===== config.mk =====
export PLATFORM = sky130hd
export DESIGN_NAME = lcd_clock_segment_image_writer
export DESIGN_NICKNAME = d
export VERILOG_FILES = /design/src/rtl/core/lcsw_pkg.sv /design/src/rtl/core/lcd_clock_segment_image_writer.sv /design/src/rtl/core/lcsw_front.sv /design/src/rtl/core/lcsw_queue.sv /design/src/rtl/core/lcsw_back.sv
export SDC_FILE = /design/constraint.sdc
export NUM_CORES = 1
export LEC_CHECK = 0
export BUFFER_PORTS_ARGS = -buffer_cell sky130_fd_sc_hd__buf_2
export CORE_ASPECT_RATIO = 0.8
export CORE_MARGIN = 2
export CORE_UTILIZATION = 46
export CTS_BUF_LIST = sky130_fd_sc_hd__clkbuf_16
export DETAILED_ROUTE_END_ITERATION = 10
export MAX_ROUTING_LAYER = met4
export PLACE_DENSITY = 0.58
export SYNTH_ARGS = -nofsm -noshare
export SYNTH_HDL_FRONTEND = slang
export SYNTH_HIERARCHICAL = 1
export SYNTH_SLANG_ARGS = --single-unit

===== constraint.sdc =====
create_clock -name clock -period 9 [get_ports clock]
set_input_delay 0.45 -clock clock [delete_from_list [all_inputs] [get_ports clock]]
set_output_delay 0.45 -clock clock [all_outputs]
set_load 0.005 [all_outputs]

===== src/rtl/core/lcsw_pkg.sv =====
// ----------------------------------------------------------------------------
// lcsw_pkg
// shared constants, segment tables and image builder for the lcd clock
// segment image writer
// ----------------------------------------------------------------------------
`default_nettype none

package lcsw_pkg;

   localparam int NUM_REGS_DEFAULT = 13;
   localparam int IMG_SLOTS        = 16;
   localparam int REG_INDEX_W      = 4;
   localparam int QUEUE_DEPTH      = 2;

   typedef logic [IMG_SLOTS-1:0][7:0] slot_image_type;

   // register/mask pair: register number in [11:8], bit mask in [7:0]
   typedef logic [15:0] seg_pos_type;

   // segment order per digit: top, upper-left, upper-right, middle,
   // lower-left, lower-right, bottom
   localparam seg_pos_type DIGIT_POS [4][7] = '{
      '{16'h0B10, 16'h0801, 16'h0780, 16'h0408, 16'h0101, 16'h0040, 16'h0080},
      '{16'h0B20, 16'h0804, 16'h0802, 16'h0440, 16'h0104, 16'h0410, 16'h0102},
      '{16'h0B80, 16'h0810, 16'h0808, 16'h0501, 16'h0110, 16'h0480, 16'h0108},
      '{16'h0C02, 16'h0904, 16'h0820, 16'h0540, 16'h0204, 16'h0502, 16'h0120}
   };

   // outer bars, happy mouth, right eye, twinkle, four stars
   localparam seg_pos_type ICON_POS [8] = '{
      16'h0002, 16'h0A80, 16'h0704, 16'h0340,
      16'h0402, 16'h0020, 16'h0010, 16'h0B01
   };

   localparam seg_pos_type COLON_POS = 16'h0B40;

   function automatic logic [6:0] digit_shape(input logic [3:0] value);
      logic [6:0] shape;
      case (value)
         4'd0: shape = 7'h77;
         4'd1: shape = 7'h24;
         4'd2: shape = 7'h5D;
         4'd3: shape = 7'h6D;
         4'd4: shape = 7'h2E;
         4'd5: shape = 7'h6B;
         4'd6: shape = 7'h7B;
         4'd7: shape = 7'h25;
         4'd8: shape = 7'h7F;
         4'd9: shape = 7'h6F;
         default: shape = 7'h00;
      endcase
      return shape;
   endfunction

   // tens of a 6-bit value: reciprocal multiply, exact below 64
   function automatic logic [3:0] tens_of(input logic [5:0] value);
      logic [13:0] prod;
      prod = 14'(value) * 14'd205;
      return 4'(prod[13:11]);
   endfunction

   function automatic logic [3:0] units_of(input logic [5:0] value);
      logic [5:0] rem;
      rem = value - 6'(tens_of(value)) * 6'd10;
      return rem[3:0];
   endfunction

   function automatic slot_image_type build_image(input logic [4:0] hours,
                                                  input logic [5:0] minutes,
                                                  input logic [5:0] seconds);
      slot_image_type img;
      logic [3:0]     digit [4];
      logic [6:0]     shape;
      img      = '0;
      digit[0] = units_of(minutes);
      digit[1] = tens_of(minutes);
      digit[2] = units_of({1'b0, hours});
      digit[3] = tens_of({1'b0, hours});
      for (int d = 0; d < 4; d++) begin
         shape = digit_shape(digit[d]);
         for (int s = 0; s < 7; s++) begin
            if (shape[s]) begin
               img[DIGIT_POS[d][s][11:8]] = img[DIGIT_POS[d][s][11:8]]
                                            | DIGIT_POS[d][s][7:0];
            end
         end
      end
      for (int i = 0; i < 8; i++) begin
         img[ICON_POS[i][11:8]] = img[ICON_POS[i][11:8]] | ICON_POS[i][7:0];
      end
      if (!seconds[0]) begin
         img[COLON_POS[11:8]] = img[COLON_POS[11:8]] | COLON_POS[7:0];
      end
      return img;
   endfunction

endpackage

`default_nettype wire


===== src/rtl/core/lcd_clock_segment_image_writer.sv =====
// ----------------------------------------------------------------------------
// lcd_clock_segment_image_writer
// turns time samples into minimal register writes for a segment lcd clock
// ----------------------------------------------------------------------------
// Each beat on the req_ channel is one time sample (hours, minutes, seconds).
// The block draws four seven-segment digits (minute units, minute tens, hour
// units, hour tens), the always-on icons and a colon that is lit on even
// seconds into an image of NUM_REGS eight-bit lcd registers. Only registers
// that differ from the image last written come out on the rsp_ channel, one
// beat each, lowest register first, with rsp_last_write set on the final beat
// of the sample; a sample that changes nothing gives no beat at all. Tens and
// units of out-of-range values are value/10 and value%10, so every digit
// still shows a numeral. The front builds the image in the accept cycle
// and drops it into a two-entry queue; the back loads an image and diffs
// it against the written copy, then gives one beat per changed register,
// holding each beat while rsp_stall is high. Only twelve registers carry
// segments (register 6 and any above 12 stay dark), so a sample gives at
// most twelve beats. The queue lets up to two further samples be taken
// while the back is still writing. After reset the written image is all
// zero, so the first sample writes every register that has a lit segment.
// ----------------------------------------------------------------------------
`default_nettype none

module lcd_clock_segment_image_writer #(
   parameter int NUM_REGS = lcsw_pkg::NUM_REGS_DEFAULT
) (
   input  wire logic                              clock,
   input  wire logic                              reset,
   // time sample channel
   input  wire logic                              req_valid,
   output logic                                   req_stall,
   input  wire logic [4:0]                        req_hours,
   input  wire logic [5:0]                        req_minutes,
   input  wire logic [5:0]                        req_seconds,
   // register write channel
   output logic                                   rsp_valid,
   input  wire logic                              rsp_stall,
   output logic [lcsw_pkg::REG_INDEX_W-1:0]       rsp_reg_index,
   output logic [7:0]                             rsp_reg_value,
   output logic                                   rsp_last_write
);

   // front to queue
   logic                     push;
   logic [NUM_REGS-1:0][7:0] push_image;
   logic                     queue_full;

   // queue to back
   logic                     queue_valid;
   logic                     queue_pop;
   logic [NUM_REGS-1:0][7:0] queue_image;

   // front: accept and draw the full image
   lcsw_front #(
      .NUM_REGS (NUM_REGS)
   ) u_front (
      .req_valid   (req_valid),
      .req_stall   (req_stall),
      .req_hours   (req_hours),
      .req_minutes (req_minutes),
      .req_seconds (req_seconds),
      .queue_full  (queue_full),
      .push        (push),
      .push_image  (push_image)
   );

   // decouples sample intake from the write stream
   lcsw_queue #(
      .NUM_REGS (NUM_REGS)
   ) u_queue (
      .clock      (clock),
      .reset      (reset),
      .push       (push),
      .push_image (push_image),
      .full       (queue_full),
      .pop        (queue_pop),
      .pop_valid  (queue_valid),
      .pop_image  (queue_image)
   );

   // back: diff against written image, one write beat per changed register
   lcsw_back #(
      .NUM_REGS (NUM_REGS)
   ) u_back (
      .clock          (clock),
      .reset          (reset),
      .queue_valid    (queue_valid),
      .queue_image    (queue_image),
      .queue_pop      (queue_pop),
      .rsp_valid      (rsp_valid),
      .rsp_stall      (rsp_stall),
      .rsp_reg_index  (rsp_reg_index),
      .rsp_reg_value  (rsp_reg_value),
      .rsp_last_write (rsp_last_write)
   );

endmodule

`default_nettype wire


===== src/rtl/core/lcsw_front.sv =====
// ----------------------------------------------------------------------------
// lcsw_front
// takes time samples and turns each into a full segment image for the queue
// ----------------------------------------------------------------------------
`default_nettype none

module lcsw_front #(
   parameter int NUM_REGS = lcsw_pkg::NUM_REGS_DEFAULT
) (
   input  wire logic                      req_valid,
   output logic                           req_stall,
   input  wire logic [4:0]                req_hours,
   input  wire logic [5:0]                req_minutes,
   input  wire logic [5:0]                req_seconds,
   input  wire logic                      queue_full,
   output logic                           push,
   output logic [NUM_REGS-1:0][7:0]       push_image
);

   lcsw_pkg::slot_image_type full_image;

   assign full_image = lcsw_pkg::build_image(req_hours, req_minutes, req_seconds);
   assign push_image = full_image[NUM_REGS-1:0];
   assign req_stall  = queue_full;
   assign push       = req_valid && !queue_full;

endmodule

`default_nettype wire


===== src/rtl/core/lcsw_queue.sv =====
// ----------------------------------------------------------------------------
// lcsw_queue
// short image queue between front and back
// ----------------------------------------------------------------------------
`default_nettype none

module lcsw_queue #(
   parameter int NUM_REGS = lcsw_pkg::NUM_REGS_DEFAULT
) (
   input  wire logic                      clock,
   input  wire logic                      reset,
   input  wire logic                      push,
   input  wire logic [NUM_REGS-1:0][7:0]  push_image,
   output logic                           full,
   input  wire logic                      pop,
   output logic                           pop_valid,
   output logic [NUM_REGS-1:0][7:0]       pop_image
);

   localparam int PTR_W = $clog2(lcsw_pkg::QUEUE_DEPTH);
   localparam int CNT_W = $clog2(lcsw_pkg::QUEUE_DEPTH + 1);

   logic [NUM_REGS-1:0][7:0] entry_ff [lcsw_pkg::QUEUE_DEPTH];
   logic [PTR_W-1:0]         wr_ptr_ff, wr_ptr_in;
   logic [PTR_W-1:0]         rd_ptr_ff, rd_ptr_in;
   logic [CNT_W-1:0]         count_ff, count_in;
   logic                     do_push, do_pop;

   assign full      = (count_ff == CNT_W'(lcsw_pkg::QUEUE_DEPTH));
   assign pop_valid = (count_ff != '0);
   assign pop_image = entry_ff[rd_ptr_ff];
   assign do_push   = push && !full;
   assign do_pop    = pop && pop_valid;

   always_comb begin
      wr_ptr_in = wr_ptr_ff;
      rd_ptr_in = rd_ptr_ff;
      count_in  = count_ff;
      if (do_push) begin
         wr_ptr_in = (wr_ptr_ff == PTR_W'(lcsw_pkg::QUEUE_DEPTH - 1)) ? '0 : wr_ptr_ff + 1'b1;
      end
      if (do_pop) begin
         rd_ptr_in = (rd_ptr_ff == PTR_W'(lcsw_pkg::QUEUE_DEPTH - 1)) ? '0 : rd_ptr_ff + 1'b1;
      end
      if (do_push && !do_pop) begin
         count_in = count_ff + 1'b1;
      end else if (do_pop && !do_push) begin
         count_in = count_ff - 1'b1;
      end
   end

   always_ff @(posedge clock) begin
      if (reset) begin
         wr_ptr_ff <= '0;
         rd_ptr_ff <= '0;
         count_ff  <= '0;
      end else begin
         wr_ptr_ff <= wr_ptr_in;
         rd_ptr_ff <= rd_ptr_in;
         count_ff  <= count_in;
      end
   end

   always_ff @(posedge clock) begin
      if (do_push) begin
         entry_ff[wr_ptr_ff] <= push_image;
      end
   end

endmodule

`default_nettype wire


===== src/rtl/core/lcsw_back.sv =====
// ----------------------------------------------------------------------------
// lcsw_back
// diffs each image against the written image and issues one write per
// changed register, lowest register first
// ----------------------------------------------------------------------------
`default_nettype none

module lcsw_back #(
   parameter int NUM_REGS = lcsw_pkg::NUM_REGS_DEFAULT
) (
   input  wire logic                                 clock,
   input  wire logic                                 reset,
   input  wire logic                                 queue_valid,
   input  wire logic [NUM_REGS-1:0][7:0]             queue_image,
   output logic                                      queue_pop,
   output logic                                      rsp_valid,
   input  wire logic                                 rsp_stall,
   output logic [lcsw_pkg::REG_INDEX_W-1:0]          rsp_reg_index,
   output logic [7:0]                                rsp_reg_value,
   output logic                                      rsp_last_write
);

   localparam int IDX_W = $clog2(NUM_REGS);

   logic [NUM_REGS-1:0][7:0]           written_ff, written_in;
   logic [NUM_REGS-1:0][7:0]           image_ff;
   logic [NUM_REGS-1:0]                pending_ff, pending_in;
   logic [NUM_REGS-1:0]                diff;
   logic [NUM_REGS-1:0]                lowest;
   logic [IDX_W-1:0]                   idx;
   logic                               load, emit, out_free;
   logic                               rsp_valid_ff, rsp_valid_in;
   logic [lcsw_pkg::REG_INDEX_W-1:0]   rsp_index_ff;
   logic [7:0]                         rsp_value_ff;
   logic                               rsp_last_ff;

   // changed registers of the image at the queue head
   always_comb begin
      for (int i = 0; i < NUM_REGS; i++) begin
         diff[i] = (queue_image[i] != written_ff[i]);
      end
   end

   // isolate lowest pending register and encode it
   assign lowest = pending_ff & (~pending_ff + 1'b1);

   always_comb begin
      idx = '0;
      for (int i = 0; i < NUM_REGS; i++) begin
         if (lowest[i]) begin
            idx = idx | IDX_W'(i);
         end
      end
   end

   assign out_free  = !rsp_valid_ff || !rsp_stall;
   assign load      = (pending_ff == '0) && queue_valid;
   assign emit      = (pending_ff != '0) && out_free;
   assign queue_pop = load;

   always_comb begin
      written_in   = written_ff;
      pending_in   = pending_ff;
      rsp_valid_in = rsp_valid_ff;
      if (load) begin
         written_in = queue_image;
         pending_in = diff;
      end else if (emit) begin
         pending_in = pending_ff & ~lowest;
      end
      if (emit) begin
         rsp_valid_in = 1'b1;
      end else if (out_free) begin
         rsp_valid_in = 1'b0;
      end
   end

   always_ff @(posedge clock) begin
      if (reset) begin
         written_ff   <= '0;
         pending_ff   <= '0;
         rsp_valid_ff <= 1'b0;
      end else begin
         written_ff   <= written_in;
         pending_ff   <= pending_in;
         rsp_valid_ff <= rsp_valid_in;
      end
   end

   always_ff @(posedge clock) begin
      if (load) begin
         image_ff <= queue_image;
      end
      if (emit) begin
         rsp_index_ff <= lcsw_pkg::REG_INDEX_W'(idx);
         rsp_value_ff <= image_ff[idx];
         rsp_last_ff  <= ((pending_ff & ~lowest) == '0);
      end
   end

   assign rsp_valid      = rsp_valid_ff;
   assign rsp_reg_index  = rsp_index_ff;
   assign rsp_reg_value  = rsp_value_ff;
   assign rsp_last_write = rsp_last_ff;

endmodule

`default_nettype wire


; Yosys cells after proc, flatten, opt, wreduce, memory -nomap -nowiden
; Memories as Yosys holds them, arrays and structs flattened. A register that Yosys moved wholly into a read port is not among the register bits.
; Index checks and enable logic that the tools add are counted.
[word_totals]
ram_bits = 108
mem_bits_ro = 280
output_inout_bits = 15
register_bits = 239
word_cells = 148
in_bits = 21
mem_count = 4
[op_classes]
multipliers = 4
reduce_logical = 21
bitwise_logic = 4
n_mux = 56
n_lt_le_gt_ge = 1
n_eq_ne = 17
addsub = 7
[memory_table]
columns = name, words, word_bits, rd, rd_clocked_by_memory_dff, wr, line_no
row1 = (no name shown), 16, 7, 1, 0, 0, lcsw_pkg.sv:39  ; case (value)
row2 = (no name shown), 16, 7, 1, 0, 0, lcsw_pkg.sv:39
row3 = u_queue.entry_ff, 2, 54, 1, 1, 1, lcsw_queue.sv:23  ; logic [NUM_REGS-1:0][7:0] entry_ff [lcsw_pkg::QUEUE_DEPTH];
row4 = (no name shown), 8, 7, 1, 0, 0, lcsw_pkg.sv:39
[op_table]
columns = cell, count
row1 = $ne A8 B8 Y1, 10
row2 = $mux W8, 5
row3 = $bmux W8 S4, 1
row4 = $mux W4, 8
row5 = $mux W7, 4
row6 = $pmux W7 S4, 1
row7 = $and A13 B13 Y13, 2
row8 = $logic_not A13 Y1, 2
row9 = $mux W13, 2
row10 = $not A13 Y13, 2
row11 = $mux W3, 8
row12 = $ne A8 B8 Y1 const A, 3
row13 = $mux W5, 4
row14 = $mux W6, 3
row15 = $mux W2, 8
row16 = $mul A6 B8 Y14 const B, 1
row17 = $add A13 B1 Y13 const B, 1
row18 = $mul A5 B8 Y13 const B, 1
row19 = $reduce_bool A13 Y1, 1
row20 = $mux W1, 12
row21 = $reduce_bool A2 Y1, 4
row22 = $sub A4 B4 Y4, 2
row23 = $logic_and A1 B1 Y1, 7
row24 = $eq A2 B2 Y1 const B, 3
row25 = other kinds (10), 15

; Logic depth before layout (Yosys ltp)
[logic_depth]
word_depth = 17
depth_mapped = 22
mapped_depth_nobuf = 20

; By module
; The synthesis kept the hierarchy.
[modules_own_cells]
columns = mod, area_each_um2, instances, seq_area_each_um2, cells_each
row1 = lcsw_back, 9969.6, 1, 5875.6, 921
row2 = lcsw_queue, 7976.4, 1, 6346.1, 349
row3 = lcsw_front, 2368.5, 1, 0.0, 290

; Worst setup path before layout
; Ideal clock, no wire load.
[synth_timing]
path_kind = reg-to-reg
start = reg u_back.pending_ff[8]
end = reg u_queue.count_ff[1]
slack_ps = 3555
arrival_ps = 5376
setup_ps = 70
path_stages_with_launch = 10
required_time_ps = 8930
period_less_slack_ps = 5445
path_buffers = 1
path_cell_list = dfxtp_1 -> buf_4 -> or4_4 -> nor4_4 -> and3_1 -> o21ai_0 -> ha_1 -> xor2_1 -> or3_1 -> a21oi_1
[synth_between]
elab_chain_cells = 6
word_cells_on_any_way = 8
classes_between = mux (1) / reduce/logical (7)
[synth_rtl]
columns = item, line_no
row1 = "start, declared", lcsw_back.sv:27  ; logic [NUM_REGS-1:0] pending_ff, pending_in;
row2 = "start signal, assigned", lcsw_back.sv:85  ; pending_ff <= pending_in;
row3 = $logic_not A13 Y1 (*), lcsw_back.sv:57  ; assign load = (pending_ff == '0) && queue_valid;
row4 = $logic_and A1 B1 Y1 (*), lcsw_back.sv:57
row5 = named net queue_pop, lcd_clock_segment_image_writer.sv:50  ; logic queue_pop;
row6 = $logic_and A1 B1 Y1 (*), lcsw_queue.sv:33  ; assign do_pop = pop && pop_valid;
row7 = $logic_not A1 Y1, lcsw_queue.sv:45  ; if (do_push && !do_pop) begin
row8 = $logic_and A1 B1 Y1, lcsw_queue.sv:45
row9 = $mux W2 / $reduce_bool A2 Y1 (equally long branches), n/a
row10 = "end signal, assigned", lcsw_queue.sv:60  ; count_ff <= count_in;
row11 = "end, declared", lcsw_queue.sv:26  ; logic [CNT_W-1:0] count_ff, count_in;
; Mark *: on every way through the listed nets, which the timed path passes. The rest lies on a longest branch.
; A chain may end at the register's enable or synchronous reset.

==> key figures <==
Final layout
  – Finished Cell Area: 0.02193 sq mm
  – Multi-input gate area: 0.007283 sq mm
  – Fill count: 3,711
  – Util after Layout: 50.54%
  – Ratio of cells with drive above 1 in the final layout: 16.31%
  – Number of diodes: 0
  – FF+latch area: 0.01223 sq mm
  – Fin cells: 2,173
  – Nets@finish: 1,668
  – Area growth syn-to-layout: 7.964%

Critical path
  – Crit Path Category: in2reg
  – Crit-path slowest cell: xnor2_1
  – Critical Path Start Type: input pin
  – Most used cell, CP: ha_1
  – Crit end category: flip-flop
  – Worst reg2reg path startpoint: u_back/pending_ff[0]
  – Worst reg2reg path endpoint: u_back/pending_ff[9]
  – CP arrival: 4.79 ns
  – Required @ worst endpoint: 9.28 ns
  – Crit-path max FO: 12
  – Crit path cell chain: buf_2 > inv_1 > ha_1 > ha_1 > or2_2 > ha_1 > ha_1 > a21o_1 > a211o_1 > nor2_1 > a211o_1 > or2_2 > and2_1 > ha_1 > fa_1 > xnor2_1 > xnor2_1 > nand3b_1 > nand3_1
  – CP max stage delay: 0.65 ns
  – R2R cell count: 6
  – R2R Setup Slk: 5.25 ns

Placement
  – Cells after DPL: 2,089
  – Dpl cell area: 0.02057 sq mm
  – Hpwl dp: 24.74 mm
  – Buffers on Ports: 30
  – DP Worst Slack: 3.921 ns
  – Placer Congestion: 0.8375

Global route
  – Antenna violations before repair: 0
  – Total gr overflow: 0
  – Largest net degree at the start of global routing: 67
  – Vias in the first global route: 10,830
  – GRT Util Overall: 18.19%
  – Global-route wire length before repair: 61.96 mm

Floorplanning
  – # rows: 68
  – Initial core utilization: 46.82%
  – Die X: 239.0 um
  – Die height: 192.0 um
  – I/O Pins: 36
  – Core area: 0.04339 sq mm
  – Die area: 0.04587 sq mm

Synthesis
  – Most common flop cell mapped by yosys: edfxtp_1
  – Post-Synth Simple-Gate Area: 7.471%
  – Ys Warns: 6
  – Seq/Total Area, Yosys: 60.16%
  – Count of different cell masters after synthesis: 67
  – Mux cell area share after synthesis: 9.836%
  – Largest family of logic cells by synthesized area: multiplexers
  – Complex-gate fraction of the synthesized area: 6.855%
  – Yosys reg bits: 448
  – Asr flop ratio synth: 0%
  – Cell count after synthesis: 1,560
  – EDFF count, synth: 325
  – Synth Area in Adders: 4.755%
  – XOR/XNOR share of the synthesized area: 5.365%
  – Syn Area/Cell: 13.02 sq um
  – Cell area after synthesis: 0.02031 sq mm

Hold path
  – Worst hold endpoint: u_queue/entry_ff[0][94]
  – Worst Min Path Start: req_seconds[0]
  – Hold path depth: 2
  – HP Class: in2reg

STA
  – Setup tns final: 0 ns
  – RSZ-0062 raised after global routing: no
  – Final Hold Fails: 0
  – Final Max Tran Viols: 0
  – Clock skew: 0.02744 ns
  – Final WS setup: 4.488 ns
  – Min Clock Period, post-route: 4.512 ns
  – Final setup viols: 0
  – Fin crit share: 50.13%
  – Relative slew slack: 33.33%
  – Worst-margin pin slew: 0.9925 ns
  – Max frequency: 221.6 MHz

Power and ir drop
  – PwrDens: 358.0 mW/mm^2
  – Max VDD drop: 163.9 uV
  – Lkg Pwr: 7.912 nW

CTS
  – Hold Buf Count CTS: 0
  – CTS tree: done
  – H-tree depth: 2
  – Clock-pin slew on the worst setup and hold paths: 0.06 ns
  – CTS buffer count: 45
  – Clock buffer depth: 3
  – Clk Latency, worst-skew pair: 0.56 ns
  – Post-CTS resize count: 0
  – Post-CTS Setup Inserts: 0
  – Root Buffer: clkbuf_16
  – CTS Sinks: 448

Routing
  – Post-route DRC: 0
  – First drt pass iteration count: 5
  – Initial DRC count: 748
  – Via count: 11,250
  – Wire per inst: 18.07 um
  – Detailed-route wire length: 39.26 mm
  – Vias per cell: 5.179
  – ANT nets after route: 0

Status
  – Outcome: finished clean

Flow run
  – Max cap viols: 0
[cells in the final DEF, fill, tap and decap left out, drive strengths merged, types with 39 or more instances in the layout]
master	netlist	final
edfxtp	325	325
nand2	231	231
a21oi	146	146
mux2	145	145
dfxtp	123	123
conb	2	76
xnor2	75	75
ha	62	62
inv	37	56
clkbuf	25	47
xor2	46	46
buf	119	39
[cell type report]
cell class / instances / area share [%]
sequential: 448 / 55.74
multi-input combinational: 1005 / 33.21
clock buffer: 47 / 5.363
tap: 560 / 3.195
timing repair buffer: 39 / 1.004
clock inverter: 37 / 0.8443
inverter: 37 / 0.6446
[through the flow]
step / hold slack [ns] / power [W]
6_report: 0.1480 / 0.007851
5_1_grt: 0.1434 / 0.008340
4_1_cts: 0.1280 / 0.007927
3_5_place_dp: 0.4550 / 0.006174
3_3_place_gp: 0.4491 / 0.006121
2_1_floorplan: 0.4436 / 0.005450
[per-layer routing]
layer  vias to the layer above  GRT usage (%)  share of wire (%)
met3                        58          2.759                4.8
met4                         0          5.168                2.3
met2                       214          26.21                 43
met5                         -              -                  0
met1                      5510          26.65                 50
li1                       5472              -                  -
[power breakdown]
group | leakage, nW | switching [W] | internal, W
sequential | 4.01 | 0.000312 | 0.00313
clock | 0.725 | 0.000757 | 0.000969
combinational | 3.18 | 0.00160 | 0.00108
[cell usage after synthesis, types with 8 or more instances]
master       n  share of area, %
edfxtp_1   325                48
nand2_1    230               4.2
a21oi_1    144               3.5
dfxtp_1    123                12
buf_4       91               3.4
mux2_2      82               4.5
xnor2_1     74               3.2
ha_1        62               3.8
mux2_4      60               4.4
xor2_1      46               2.0
inv_1       37              0.68
nor2_1      32              0.59
o21ai_0     26              0.64
clkbuf_1    24              0.44
nand4_1     17              0.52
buf_2       16              0.39
mux2i_1     14              0.69
nand3_1     11              0.27
nor4_1      11              0.34
a211oi_1     9              0.33
buf_6        9              0.50
fa_1         9              0.89
o32ai_1      9              0.39
a32oi_1      8              0.34
o2bb2ai_1    8              0.34
[critical path: cells and delay by family]
kind	cells	cell delay (ns)
AOI/OAI and AO/OA	3	0.56
xor gates and xnor gates	2	0.80
adders and majority gates	6	1.60
buffers and inverters	2	0.20
and+or+nand+nor	6	1.18
[state kept, by name, summed over array words and instances (netlist names), 2 cells and up, named ones only]
register              cells
u_queue/entry_ff        208
u_back/image_ff         104
u_back/written_ff       104
u_back/pending_ff        13
u_back/rsp_reg_value      8
u_back/rsp_reg_index      4
u_queue/count_ff          2
[how the worst max path moves through the flow]
stage / cells past startpoint / start / endpoint / slack (ns)
detailed placement: 19 / req_hours[3] / u_queue/entry_ff[0][95] / 3.92
global placement: 19 / req_hours[3] / u_queue/entry_ff[0][11] / 4.00
floorplan: 9 / u_back/pending_ff[8] / u_queue/count_ff[1] / 3.55
finish: 19 / req_hours[3] / u_queue/entry_ff[0][11] / 4.49
global route: 19 / req_hours[3] / u_queue/entry_ff[0][11] / 4.16
CTS: 19 / req_hours[3] / u_queue/entry_ff[0][11] / 4.50
[logic make-up after synthesis]
family / Yosys count
DFF: 448
and+or+nand+nor: 342
other: 2
xor gates and xnor gates: 122
AOI/OAI and AO/OA: 234
buffers and inverters: 181
adders and majority gates: 72
muxes: 159
Power figures use the tool's default switching activity.
